`src/sv/lfpd_pkg.sv`:
```
`timescale 1ns / 1ps

package lfpd_pkg;

  // default structure of the sensor bar and the error format
  localparam int SENSOR_COUNT_DEF = 8;
  localparam int FRAC_BITS_DEF    = 8;

  // fixed field and state widths
  localparam int GAIN_W     = 16;
  localparam int GAIN_FRAC  = 8;
  localparam int DUTY_W     = 8;
  localparam int HOLD_W     = 12;
  localparam int ERR_W      = 12;
  localparam int INTG_W     = 16;
  localparam int JCNT_W     = 5;
  localparam int TGT_W      = 4;
  localparam int CORR_W     = 10;
  localparam int CFG_IDX_W  = 3;
  localparam int CFG_DATA_W = 16;

  // shared multiply-accumulate widths
  localparam int MAC_A_W = 17;
  localparam int MAC_B_W = 17;
  localparam int MAC_W   = MAC_A_W + MAC_B_W;

  // saturation bounds
  localparam int ERR_MAX  = 2047;
  localparam int ERR_MIN  = -2048;
  localparam int INTG_MAX = 32767;
  localparam int INTG_MIN = -32768;
  localparam int CORR_MAX = 511;
  localparam logic [JCNT_W-1:0] JCNT_MAX = 5'd31;

  // register reset values
  localparam logic [GAIN_W-1:0] PROP_GAIN_RST  = 16'd5632;
  localparam logic [GAIN_W-1:0] INTG_GAIN_RST  = 16'd154;
  localparam logic [GAIN_W-1:0] DERIV_GAIN_RST = 16'd768;
  localparam logic [DUTY_W-1:0] BASE_RST       = 8'd205;
  localparam logic [DUTY_W-1:0] SEARCH_RST     = 8'd205;
  localparam logic [DUTY_W-1:0] LIMIT_RST      = 8'd205;

  // hold times in ms
  localparam logic [HOLD_W-1:0] HOLD_NONE     = 12'd0;
  localparam logic [HOLD_W-1:0] HOLD_DONE     = 12'd10;
  localparam logic [HOLD_W-1:0] HOLD_STRAIGHT = 12'd1000;
  localparam logic [HOLD_W-1:0] HOLD_TURN     = 12'd2600;

  typedef enum logic [CFG_IDX_W-1:0] {
    CFG_PROP_GAIN  = 3'd0,
    CFG_INTG_GAIN  = 3'd1,
    CFG_DERIV_GAIN = 3'd2,
    CFG_BASE_SPEED = 3'd3,
    CFG_SRCH_SPEED = 3'd4,
    CFG_PWM_LIMIT  = 3'd5
  } cfg_idx_e;

  typedef enum logic {
    ACT_START  = 1'b0,
    ACT_SAMPLE = 1'b1
  } action_e;

  typedef enum logic [3:0] {
    ST_IDLE,
    ST_DIV,
    ST_ERR,
    ST_INTG,
    ST_PROP,
    ST_DER,
    ST_INT,
    ST_CORR,
    ST_EMIT
  } seq_state_e;

  typedef struct packed {
    logic en;
    logic clr;
  } mac_ctrl_t;

  typedef struct packed {
    logic              left_drive;
    logic              right_drive;
    logic [HOLD_W-1:0] hold_ms;
    logic              trip_done;
  } result_t;

  // clamp a wide error to the signed error format
  function automatic logic signed [ERR_W-1:0] sat_err(input logic signed [31:0] v);
    logic signed [ERR_W-1:0] r;
    if (v > ERR_MAX) r = ERR_W'(ERR_MAX);
    else if (v < ERR_MIN) r = ERR_W'(ERR_MIN);
    else r = ERR_W'(v);
    return r;
  endfunction

  // clamp the shifted accumulator to the integral format
  function automatic logic signed [INTG_W-1:0] sat_intg(input logic signed [MAC_W-1:0] v);
    logic signed [INTG_W-1:0] r;
    if (v > MAC_W'(INTG_MAX)) r = INTG_W'(INTG_MAX);
    else if (v < MAC_W'(INTG_MIN)) r = INTG_W'(INTG_MIN);
    else r = INTG_W'(v);
    return r;
  endfunction

  // clamp the shifted accumulator to the symmetric correction range
  function automatic logic signed [CORR_W-1:0] sat_corr(input logic signed [MAC_W-1:0] v);
    logic signed [CORR_W-1:0] r;
    if (v > MAC_W'(CORR_MAX)) r = CORR_W'(CORR_MAX);
    else if (v < -MAC_W'(CORR_MAX)) r = -CORR_W'(CORR_MAX);
    else r = CORR_W'(v);
    return r;
  endfunction

endpackage

```
`src/sv/lfpd_div.sv`:
```
`timescale 1ns / 1ps

module lfpd_div import lfpd_pkg::*; #(
  parameter int DVD_W = 14,
  parameter int DVS_W = 4
) (
  input  logic             clk_i,
  input  logic             rst_ni,
  input  logic             start_i,
  input  logic [DVD_W-1:0] dividend_i,
  input  logic [DVS_W-1:0] divisor_i,
  output logic             done_o,
  output logic [DVD_W-1:0] quot_o
);

  localparam int CNT_W = $clog2(DVD_W + 1);

  logic             busy_q, busy_d;
  logic             done_q, done_d;
  logic [CNT_W-1:0] cnt_q, cnt_d;
  logic [DVD_W-1:0] quot_q, quot_d;
  logic [DVS_W-1:0] rem_q, rem_d;
  logic [DVS_W-1:0] dvs_q, dvs_d;
  logic [DVS_W:0]   rem_shift;
  logic [DVS_W+1:0] diff;

  // one quotient bit per cycle, restoring
  always_comb begin
    rem_shift = {rem_q, quot_q[DVD_W-1]};
    diff      = {1'b0, rem_shift} - {2'b00, dvs_q};
    busy_d    = busy_q;
    done_d    = 1'b0;
    cnt_d     = cnt_q;
    quot_d    = quot_q;
    rem_d     = rem_q;
    dvs_d     = dvs_q;
    if (start_i && !busy_q) begin
      busy_d = 1'b1;
      cnt_d  = CNT_W'(DVD_W);
      quot_d = dividend_i;
      rem_d  = '0;
      dvs_d  = divisor_i;
    end else if (busy_q) begin
      if (diff[DVS_W+1]) begin
        rem_d  = rem_shift[DVS_W-1:0];
        quot_d = {quot_q[DVD_W-2:0], 1'b0};
      end else begin
        rem_d  = diff[DVS_W-1:0];
        quot_d = {quot_q[DVD_W-2:0], 1'b1};
      end
      cnt_d = cnt_q - CNT_W'(1);
      if (cnt_q == CNT_W'(1)) begin
        busy_d = 1'b0;
        done_d = 1'b1;
      end
    end
  end

  // control state
  always_ff @(posedge clk_i or negedge rst_ni) begin
    if (!rst_ni) begin
      busy_q <= 1'b0;
      done_q <= 1'b0;
      cnt_q  <= '0;
    end else begin
      busy_q <= busy_d;
      done_q <= done_d;
      cnt_q  <= cnt_d;
    end
  end

  // working registers
  always_ff @(posedge clk_i) begin
    quot_q <= quot_d;
    rem_q  <= rem_d;
    dvs_q  <= dvs_d;
  end

  assign done_o = done_q;
  assign quot_o = quot_q;

endmodule

```
`src/sv/lfpd_mac.sv`:
```
`timescale 1ns / 1ps

module lfpd_mac import lfpd_pkg::*; (
  input  logic                      clk_i,
  input  mac_ctrl_t                 ctrl_i,
  input  logic signed [MAC_A_W-1:0] a_i,
  input  logic signed [MAC_B_W-1:0] b_i,
  output logic signed [MAC_W-1:0]   acc_o
);

  logic signed [MAC_W-1:0] acc_q, acc_d;
  logic signed [MAC_W-1:0] prod;

  // signed multiply, optionally added to the running sum
  always_comb begin
    prod  = a_i * b_i;
    acc_d = acc_q;
    if (ctrl_i.en) begin
      if (ctrl_i.clr) acc_d = prod;
      else acc_d = acc_q + prod;
    end
  end

  always_ff @(posedge clk_i) begin
    acc_q <= acc_d;
  end

  assign acc_o = acc_q;

endmodule

```
`src/sv/line_follow_pid_junction_drive.sv`:
```
`timescale 1ns / 1ps
// channel   dir  handshake                    payload
// s_axis    in   s_axis_tvalid/s_axis_tready  tdata: sensors, table; tuser: action
// m_axis    out  m_axis_tvalid/m_axis_tready  tdata: drives, duties, hold; tlast: trip done
// cfg       in   cfg_valid_i/cfg_ready_o      cfg_index_i, cfg_data_i
//
// a start, an ignored sample, a lost line or a junction goes from idle to the emit
// step; a steering sample first passes the bit-serial divider for the line position
// and four passes through the shared multiply-accumulate. one request is in work at
// a time; s_axis_tready is low from the request until its result is loaded into the
// output register. reset is asynchronous active low and restores gains, speeds and
// the trip state but the result payload. a result waiting on m_axis_tready does not
// stop the next request, but holds the next result, the sequencer and s_axis_tready.

module line_follow_pid_junction_drive import lfpd_pkg::*; #(
  parameter int SENSOR_COUNT = SENSOR_COUNT_DEF,
  parameter int FRAC_BITS    = FRAC_BITS_DEF
) (
  input  logic                  clk_i,
  input  logic                  rst_ni,
  // [7:0] line_sensors, [11:8] table_number, [15:12] zero
  input  logic [15:0]           s_axis_tdata,
  // [0] action
  input  logic [0:0]            s_axis_tuser,
  input  logic                  s_axis_tvalid,
  output logic                  s_axis_tready,
  // [0] left_drive, [1] right_drive, [9:2] left_duty, [17:10] right_duty,
  // [29:18] hold_ms, [31:30] zero
  output logic [31:0]           m_axis_tdata,
  output logic                  m_axis_tlast,
  output logic                  m_axis_tvalid,
  input  logic                  m_axis_tready,
  input  logic                  cfg_valid_i,
  output logic                  cfg_ready_o,
  input  logic [CFG_IDX_W-1:0]  cfg_index_i,
  input  logic [CFG_DATA_W-1:0] cfg_data_i
);

  localparam int SUM_W = $clog2(SENSOR_COUNT * (SENSOR_COUNT + 1) / 2 + 1);
  localparam int LIT_W = $clog2(SENSOR_COUNT + 1);
  localparam int DVD_W = SUM_W + FRAC_BITS;
  localparam int CENTER = ((SENSOR_COUNT + 1) * (1 << FRAC_BITS)) / 2;

  // configuration registers
  logic [GAIN_W-1:0] prop_gain_q, intg_gain_q, deriv_gain_q;
  logic [DUTY_W-1:0] base_speed_q, search_speed_q, pwm_limit_q;

  // trip state
  seq_state_e               state_q, state_d;
  logic signed [ERR_W-1:0]  line_error_q, line_error_d;
  logic signed [ERR_W-1:0]  prev_error_q, prev_error_d;
  logic signed [INTG_W-1:0] integral_q, integral_d;
  logic [JCNT_W-1:0]        jcnt_q, jcnt_d;
  logic [TGT_W-1:0]         target_q, target_d;
  logic                     last_left_q, last_left_d;
  logic                     running_q, running_d;
  logic [DUTY_W-1:0]        held_l_q, held_l_d, held_r_q, held_r_d;
  result_t                  res_q, res_d;

  // output register
  logic        out_valid_q, out_valid_d;
  logic [31:0] out_data_q, out_data_d;
  logic        out_last_q, out_last_d;

  // request decode
  logic                    accept;
  action_e                 action;
  logic [TGT_W-1:0]        table_num;
  logic [SENSOR_COUNT+7:0] sens_ext;
  logic [SENSOR_COUNT-1:0] sens;
  logic [SUM_W-1:0]        sum_w;
  logic [LIT_W-1:0]        lit;
  logic                    new_left;
  logic [JCNT_W-1:0]       jcnt_next;

  // shared units
  mac_ctrl_t                mac_ctrl;
  logic signed [MAC_A_W-1:0] mac_a;
  logic signed [MAC_B_W-1:0] mac_b;
  logic signed [MAC_W-1:0]   mac_acc;
  logic                      div_start;
  logic                      div_done;
  logic [DVD_W-1:0]          div_quot;

  // final steering arithmetic
  logic signed [31:0]         err_wide;
  logic signed [CORR_W-1:0]   corr;
  logic signed [DUTY_W+2:0]   left_s, right_s, limit_s;

  assign accept    = s_axis_tvalid && s_axis_tready;
  assign action    = action_e'(s_axis_tuser[0]);
  assign table_num = s_axis_tdata[11:8];
  assign sens_ext  = {{SENSOR_COUNT{1'b0}}, s_axis_tdata[7:0]};
  assign sens      = sens_ext[SENSOR_COUNT-1:0];

  // lit count and position weights, bit 0 weighs the most
  always_comb begin
    lit   = '0;
    sum_w = '0;
    for (int i = 0; i < SENSOR_COUNT; i++) begin
      if (sens[i]) begin
        lit   = lit + LIT_W'(1);
        sum_w = sum_w + SUM_W'(SENSOR_COUNT - i);
      end
    end
  end

  assign new_left  = sens[SENSOR_COUNT-1] ? 1'b1 : (sens[0] ? 1'b0 : last_left_q);
  assign jcnt_next = (jcnt_q < JCNT_MAX) ? jcnt_q + JCNT_W'(1) : jcnt_q;

  assign err_wide = 32'(signed'({1'b0, div_quot})) - CENTER;
  assign corr     = sat_corr(mac_acc >>> (FRAC_BITS + GAIN_FRAC));
  assign left_s   = signed'({3'b000, base_speed_q}) + (DUTY_W + 3)'(corr);
  assign right_s  = signed'({3'b000, base_speed_q}) - (DUTY_W + 3)'(corr);
  assign limit_s  = signed'({3'b000, pwm_limit_q});

  lfpd_div #(
    .DVD_W(DVD_W),
    .DVS_W(LIT_W)
  ) u_div (
    .clk_i,
    .rst_ni,
    .start_i   (div_start),
    .dividend_i({sum_w, {FRAC_BITS{1'b0}}}),
    .divisor_i (lit),
    .done_o    (div_done),
    .quot_o    (div_quot)
  );

  lfpd_mac u_mac (
    .clk_i,
    .ctrl_i(mac_ctrl),
    .a_i   (mac_a),
    .b_i   (mac_b),
    .acc_o (mac_acc)
  );

  // sequencer: next state, datapath steps and result loading
  always_comb begin
    state_d      = state_q;
    line_error_d = line_error_q;
    prev_error_d = prev_error_q;
    integral_d   = integral_q;
    jcnt_d       = jcnt_q;
    target_d     = target_q;
    last_left_d  = last_left_q;
    running_d    = running_q;
    held_l_d     = held_l_q;
    held_r_d     = held_r_q;
    res_d        = res_q;
    out_valid_d  = out_valid_q && !m_axis_tready;
    out_data_d   = out_data_q;
    out_last_d   = out_last_q;
    div_start    = 1'b0;
    mac_ctrl     = '0;
    mac_a        = '0;
    mac_b        = '0;
    s_axis_tready = (state_q == ST_IDLE);

    case (state_q)
      ST_IDLE: begin
        if (accept) begin
          res_d   = '0;
          state_d = ST_EMIT;
          if (action == ACT_START) begin
            jcnt_d    = '0;
            target_d  = table_num;
            running_d = 1'b1;
          end else if (running_q) begin
            last_left_d  = new_left;
            prev_error_d = line_error_q;
            if (lit == '0) begin
              // line lost: spin toward the side seen last
              held_l_d          = search_speed_q;
              held_r_d          = search_speed_q;
              res_d.left_drive  = !new_left;
              res_d.right_drive = new_left;
            end else if (lit == LIT_W'(SENSOR_COUNT)) begin
              // junction: count it and pick the move
              line_error_d = '0;
              jcnt_d       = jcnt_next;
              if (jcnt_next > {1'b0, target_q}) begin
                running_d       = 1'b0;
                res_d.hold_ms   = HOLD_DONE;
                res_d.trip_done = 1'b1;
              end else if (jcnt_next == {1'b0, target_q}) begin
                res_d.left_drive = 1'b1;
                res_d.hold_ms    = HOLD_TURN;
              end else begin
                res_d.left_drive  = 1'b1;
                res_d.right_drive = 1'b1;
                res_d.hold_ms     = HOLD_STRAIGHT;
              end
            end else begin
              div_start = 1'b1;
              state_d   = ST_DIV;
            end
          end
        end
      end
      ST_DIV: begin
        if (div_done) state_d = ST_ERR;
      end
      ST_ERR: begin
        line_error_d = sat_err(err_wide);
        state_d      = ST_INTG;
      end
      ST_INTG: begin
        // leaky integral: (I + e) * Ki
        mac_ctrl = '{en: 1'b1, clr: 1'b1};
        mac_a    = MAC_A_W'(integral_q) + MAC_A_W'(line_error_q);
        mac_b    = signed'({1'b0, intg_gain_q});
        state_d  = ST_PROP;
      end
      ST_PROP: begin
        integral_d = sat_intg(mac_acc >>> GAIN_FRAC);
        mac_ctrl   = '{en: 1'b1, clr: 1'b1};
        mac_a      = MAC_A_W'(line_error_q);
        mac_b      = signed'({1'b0, prop_gain_q});
        state_d    = ST_DER;
      end
      ST_DER: begin
        mac_ctrl = '{en: 1'b1, clr: 1'b0};
        mac_a    = MAC_A_W'(line_error_q) - MAC_A_W'(prev_error_q);
        mac_b    = signed'({1'b0, deriv_gain_q});
        state_d  = ST_INT;
      end
      ST_INT: begin
        // integral term enters at gain scale
        mac_ctrl = '{en: 1'b1, clr: 1'b0};
        mac_a    = MAC_A_W'(integral_q);
        mac_b    = MAC_B_W'(1 << GAIN_FRAC);
        state_d  = ST_CORR;
      end
      ST_CORR: begin
        if (left_s < 0) held_l_d = '0;
        else if (left_s > limit_s) held_l_d = pwm_limit_q;
        else held_l_d = left_s[DUTY_W-1:0];
        if (right_s < 0) held_r_d = '0;
        else if (right_s > limit_s) held_r_d = pwm_limit_q;
        else held_r_d = right_s[DUTY_W-1:0];
        res_d.left_drive  = 1'b1;
        res_d.right_drive = 1'b1;
        state_d           = ST_EMIT;
      end
      ST_EMIT: begin
        if (!out_valid_q || m_axis_tready) begin
          out_valid_d = 1'b1;
          out_data_d  = {2'b00, res_q.hold_ms, held_r_q, held_l_q,
                         res_q.right_drive, res_q.left_drive};
          out_last_d  = res_q.trip_done;
          state_d     = ST_IDLE;
        end
      end
      default: begin
        state_d = ST_IDLE;
      end
    endcase
  end

  // sequencer and trip state
  always_ff @(posedge clk_i or negedge rst_ni) begin
    if (!rst_ni) begin
      state_q      <= ST_IDLE;
      line_error_q <= '0;
      prev_error_q <= '0;
      integral_q   <= '0;
      jcnt_q       <= '0;
      target_q     <= '0;
      last_left_q  <= 1'b0;
      running_q    <= 1'b0;
      held_l_q     <= '0;
      held_r_q     <= '0;
      out_valid_q  <= 1'b0;
    end else begin
      state_q      <= state_d;
      line_error_q <= line_error_d;
      prev_error_q <= prev_error_d;
      integral_q   <= integral_d;
      jcnt_q       <= jcnt_d;
      target_q     <= target_d;
      last_left_q  <= last_left_d;
      running_q    <= running_d;
      held_l_q     <= held_l_d;
      held_r_q     <= held_r_d;
      out_valid_q  <= out_valid_d;
    end
  end

  // result payload
  always_ff @(posedge clk_i) begin
    res_q      <= res_d;
    out_data_q <= out_data_d;
    out_last_q <= out_last_d;
  end

  // configuration writes
  always_ff @(posedge clk_i or negedge rst_ni) begin
    if (!rst_ni) begin
      prop_gain_q    <= PROP_GAIN_RST;
      intg_gain_q    <= INTG_GAIN_RST;
      deriv_gain_q   <= DERIV_GAIN_RST;
      base_speed_q   <= BASE_RST;
      search_speed_q <= SEARCH_RST;
      pwm_limit_q    <= LIMIT_RST;
    end else if (cfg_valid_i) begin
      case (cfg_idx_e'(cfg_index_i))
        CFG_PROP_GAIN:  prop_gain_q    <= cfg_data_i;
        CFG_INTG_GAIN:  intg_gain_q    <= cfg_data_i;
        CFG_DERIV_GAIN: deriv_gain_q   <= cfg_data_i;
        CFG_BASE_SPEED: base_speed_q   <= cfg_data_i[DUTY_W-1:0];
        CFG_SRCH_SPEED: search_speed_q <= cfg_data_i[DUTY_W-1:0];
        CFG_PWM_LIMIT:  pwm_limit_q    <= cfg_data_i[DUTY_W-1:0];
        default: begin
        end
      endcase
    end
  end

  assign cfg_ready_o   = 1'b1;
  assign m_axis_tvalid = out_valid_q;
  assign m_axis_tdata  = out_data_q;
  assign m_axis_tlast  = out_last_q;

`ifndef SYNTHESIS
  // a taken request always leaves idle
  a_busy_after_req: assert property (@(posedge clk_i) disable iff (!rst_ni)
    accept |=> !s_axis_tready)
    else $error("request accepted without leaving idle");

  // steering duties stay inside the clamp
  a_duty_clamped: assert property (@(posedge clk_i) disable iff (!rst_ni)
    (state_q == ST_CORR) |=> (held_l_q <= pwm_limit_q) && (held_r_q <= pwm_limit_q))
    else $error("steering duty above pwm limit");

  // the divider only finishes while the sequencer waits on it
  a_div_in_step: assert property (@(posedge clk_i) disable iff (!rst_ni)
    div_done |-> (state_q == ST_DIV))
    else $error("divider finished outside its step");

  // a start request arms the trip
  a_start_arms: assert property (@(posedge clk_i) disable iff (!rst_ni)
    (accept && action == ACT_START) |=> running_q && (jcnt_q == '0))
    else $error("start request did not arm the trip");

  // a free output slot takes the result and frees the input
  a_emit_loads: assert property (@(posedge clk_i) disable iff (!rst_ni)
    (state_q == ST_EMIT && (!out_valid_q || m_axis_tready)) |=>
      out_valid_q && s_axis_tready)
    else $error("result not loaded into free output slot");
`endif

endmodule

```
`config.mk`:
```
export PLATFORM = sky130hd
export DESIGN_NAME = line_follow_pid_junction_drive
export DESIGN_NICKNAME = d
export VERILOG_FILES = /design/src/sv/lfpd_pkg.sv /design/src/sv/lfpd_div.sv /design/src/sv/lfpd_mac.sv /design/src/sv/line_follow_pid_junction_drive.sv
export SDC_FILE = /design/constraint.sdc
export NUM_CORES = 1
export LEC_CHECK = 0
export BUFFER_PORTS_ARGS = -buffer_cell sky130_fd_sc_hd__buf_2
export CAP_MARGIN = 5
export CORE_UTILIZATION = 59
export CTS_CLUSTER_DIAMETER = 80
export DETAILED_ROUTE_END_ITERATION = 10
export PLACE_DENSITY = 0.83
export SYNTH_ARGS = -nofsm -noshare
export SYNTH_HDL_FRONTEND = slang
export SYNTH_SLANG_ARGS = --single-unit
```
`constraint.sdc`:
```
create_clock -name clk_i -period 9.6 [get_ports clk_i]
set_input_delay 0.96 -clock clk_i [delete_from_list [all_inputs] [get_ports clk_i]]
set_output_delay 0.96 -clock clk_i [all_outputs]
set_load 0.05 [all_outputs]
```
==> results.tsv <==
stage	metric	value	unit
global_routing	combined_global_route_utilization_of_all_metal_layers	33.12	%
run_status	outcome	finished, violations left	
run_status	failing_checks	negative setup slack	
placed_design	sum_of_net_half_perimeters_after_detailed_placement	57290	um
final_layout	design.final.nets	3675	
clock_network	buffer_type_at_the_clock_tree_root	sky130_fd_sc_hd__clkbuf_16	
timing	tightest_slew	1161	ps
route	vias_per_cell	5.903	
final_layout	layout.core_utilization	70.93	%
final_layout	antennaDiodeCount	0	
worst_hold_path	min_from	res_q[12]	
final_layout	layout.cells.most_common_list	436 x sky130_fd_sc_hd__inv_1, 295 x sky130_fd_sc_hd__nand2_1, 287 x sky130_fd_sc_hd__buf_4	
synth	netlist_area	26400	sq um
clock_network	cts_num_sinks	236	
placed_design	place_worst_setup_slack	-609.3	ps
clock_network	cts_tree	done	
timing	fin_tns_setup	-625.7	ps
floorplan	die_w	213.5	um
clock_network	clock_insertion_delay_worst_skew	530	ps
setup_path	worstSetupPathType	flip-flop to flip-flop	
setup_path	rr_startpoint	line_error_q[0]	
final_layout	layoutNonFillerInstCount	3751	
synth	synth_flop_cell	sky130_fd_sc_hd__dfrtp_1	
floorplan	floorplan.rows	77	
synth	ys_types	93	
setup_path	critical_path.slowest_cell	sky130_fd_sc_hd__fa_1	
global_routing	number_of_global_route_vias_before_repair	22556	
route	drcViolationCount	0	
clock_network	clkSlewWorstSetupHoldPaths	70	ps
route	highest-signal-layer	met4	
timing	period_share	102.1	%
synth	ys_async_sr_fraction	63.56	%
route	route.layer.met1.wl	29390	um
setup_path	critPathMostFrequentCell	sky130_fd_sc_hd__fa_1	
setup_path	reg2regPathDepth	42	
clock_network	cts.hold.buffers_added	0	
floorplan	ios	77	
worst_hold_path	holdPathStages	0	
clock_network	cts_bufs_inserted	24	
timing	skew	12.54	ps
placed_design	gp_congestion	0.9925	
route	vias	22142	
route	firstDrtPassIters	6	
floorplan	die_area	45600	sq um
clock_network	cts.path.max_buffers	3	
final_layout	drive_above_1_share	23.68	%
global_routing	grt_first_pass_wirelength	117900	um
setup_path	crit_fanout	5	
final_layout	layout-area-overhead-vs-synth	18.80	%
floorplan	start_util	59.71	%
placed_design	post-place-cells	3655	
setup_path	worst_ep_required_time	9870	ps
route	ant_nets	0	
setup_path	cp-end-kind	flip-flop	
timing	final-hold-violation-count	0	
global_routing	overflow	0	
synth	avgSynthCellArea	9.290	sq um
setup_path	worst_setup_path_start_kind	flip-flop	
synth	synth_edf_count	74	
timing	fin_ws	-200.3	ps
worst_hold_path	holdCritPathClass	flip-flop to flip-flop	
synth	postSynthCellCount	2842	
global_routing	antenna_violations_before_repair	0	
placed_design	io_buffers	65	
route	totalWireLength	75550	um
timing	slew_margin_rel	22.24	%
synth	ys_seq_area_share	23.66	%
timing	layout_min_cycle_time	9800	ps
timing	final-setup-viol-count	6	
route	drtIter0Drc	2245	
final_layout	mostFrequentLayoutCell	sky130_fd_sc_hd__inv_1	
run	drv_cap	0	
synth	yosys_register_bits	236	
setup_path	critical-path-max-stage-delay	540	ps
floorplan	die_height	213.5	um
timing	peak_clock_frequency_supported_by_timing	0.1020	GHz
route	route.detailed.wl_per_inst	20.14	um
clock_network	htree_num_levels	1	
global_routing	grt_max_degree	102	
timing	rsz0062_at_grt	true	
setup_path	worstPathArrival	10070	ps
setup_path	cp-startpoint	line_error_q[0]	
timing	drv_slew	0	
floorplan	core_region_area	44220	sq um
route	met2_wirelength	36370	um
synth	ys.warnings.count	0	
route	routed-wl-met3	5817	um
repair_timing:
item	4_1_cts	5_1_grt
resized for setup	114	117
pin swaps	91	114
buffers inserted	27	29
endpoints found under the setup margin	13	18
endpoints found under the hold margin	0	0
path summary, 6_finish.rpt:
check	to	slack (ps)
worst max-delay path	u_mac.acc_o[32]	-200
worst min-delay path	m_axis_tdata[29]	420
worst max register to register	u_mac.acc_o[32]	-200
worst min register to register	m_axis_tdata[29]	420
max in group asynchronous	prop_gain_q[15]	7770
min in group asynchronous	target_q[2]	540
worst max-delay path: cells and delay by family (launching register included):
kind | cells | cell delay (ps)
compound gates | 19 | 4080
flops | 1 | 410
fa+ha+maj | 10 | 3970
simple gates | 4 | 360
xor+xnor | 1 | 110
buf+inv | 8 | 620
per-layer routing:
layer	vias up	GRT usage (%)
li1	10012	-
met1	10920	42.57
met2	985	55.11
met3	225	4.496
met4	0	16.50
met5	-	0
registers in the layout (all words and copies together), names as in the netlist, 4 cells and up:
signal / cells
base_speed_q: 8
deriv_gain_q: 16
held_l_q: 8
held_r_q: 8
integral_q: 16
intg_gain_q: 16
jcnt_q: 5
line_error_q: 12
m_axis_tdata: 23
prev_error_q: 12
prop_gain_q: 16
pwm_limit_q: 8
res_q: 7
search_speed_q: 8
state_q: 4
target_q: 4
u_div.cnt_q: 4
u_div.dvs_q: 4
u_div.quot_o: 14
u_div.rem_q: 4
u_mac.acc_o: 34
cells in the mapped netlist, drive strengths merged, types with 47 or more instances:
cell type  instances  share of area (%)
ha               207                9.8
a21o              47                1.3
nor2             191                2.7
nand2            300                4.3
inv              454                6.5
clkbuf            82                1.2
mux2             102                4.5
a21oi            136                2.6
fa               286                 22
dfrtp            126                 12
xnor2             88                3.1
edfxtp            74                8.4
o21ai            168                3.2
metrics by stage:
| step | instance area, sq um | hold WS [ps] |
|---|---|---|
| 2_1_floorplan | 26480 | 400.3 |
| 3_3_place_gp | 29100 | 403.5 |
| 3_5_place_dp | 29100 | 406.3 |
| 4_1_cts | 30690 | 421.9 |
| 5_1_grt | 31370 | 425.5 |
| 6_report | 31370 | 420.8 |
layout make-up:
cell class / count / area (sq um)
clock buffers: 27 / 654.4
clock inverters: 17 / 196.4
fillers: 3082 / 12850
inverters: 454 / 1708
multi-input cells: 2051 / 19010
flip-flops and latches: 236 / 6246
well taps: 592 / 740.7
repair buffers: 374 / 2811
logic make-up after synthesis:
kind of cell / after synthesis / share of synthesized area, %
AO/OA/AOI/OAI: 568 / 14.05
AND/OR/NAND/NOR: 726 / 12.46
other: 2 / 0.02844
multiplexers: 127 / 5.440
adder cells (fa/ha/maj): 493 / 31.49
XOR/XNOR: 130 / 4.606
buffers and inverters: 560 / 8.260
flip-flops: 236 / 23.66
Power is not shown: default switching activity piles up to over one toggle a cycle in this logic, so the estimate is an artifact.
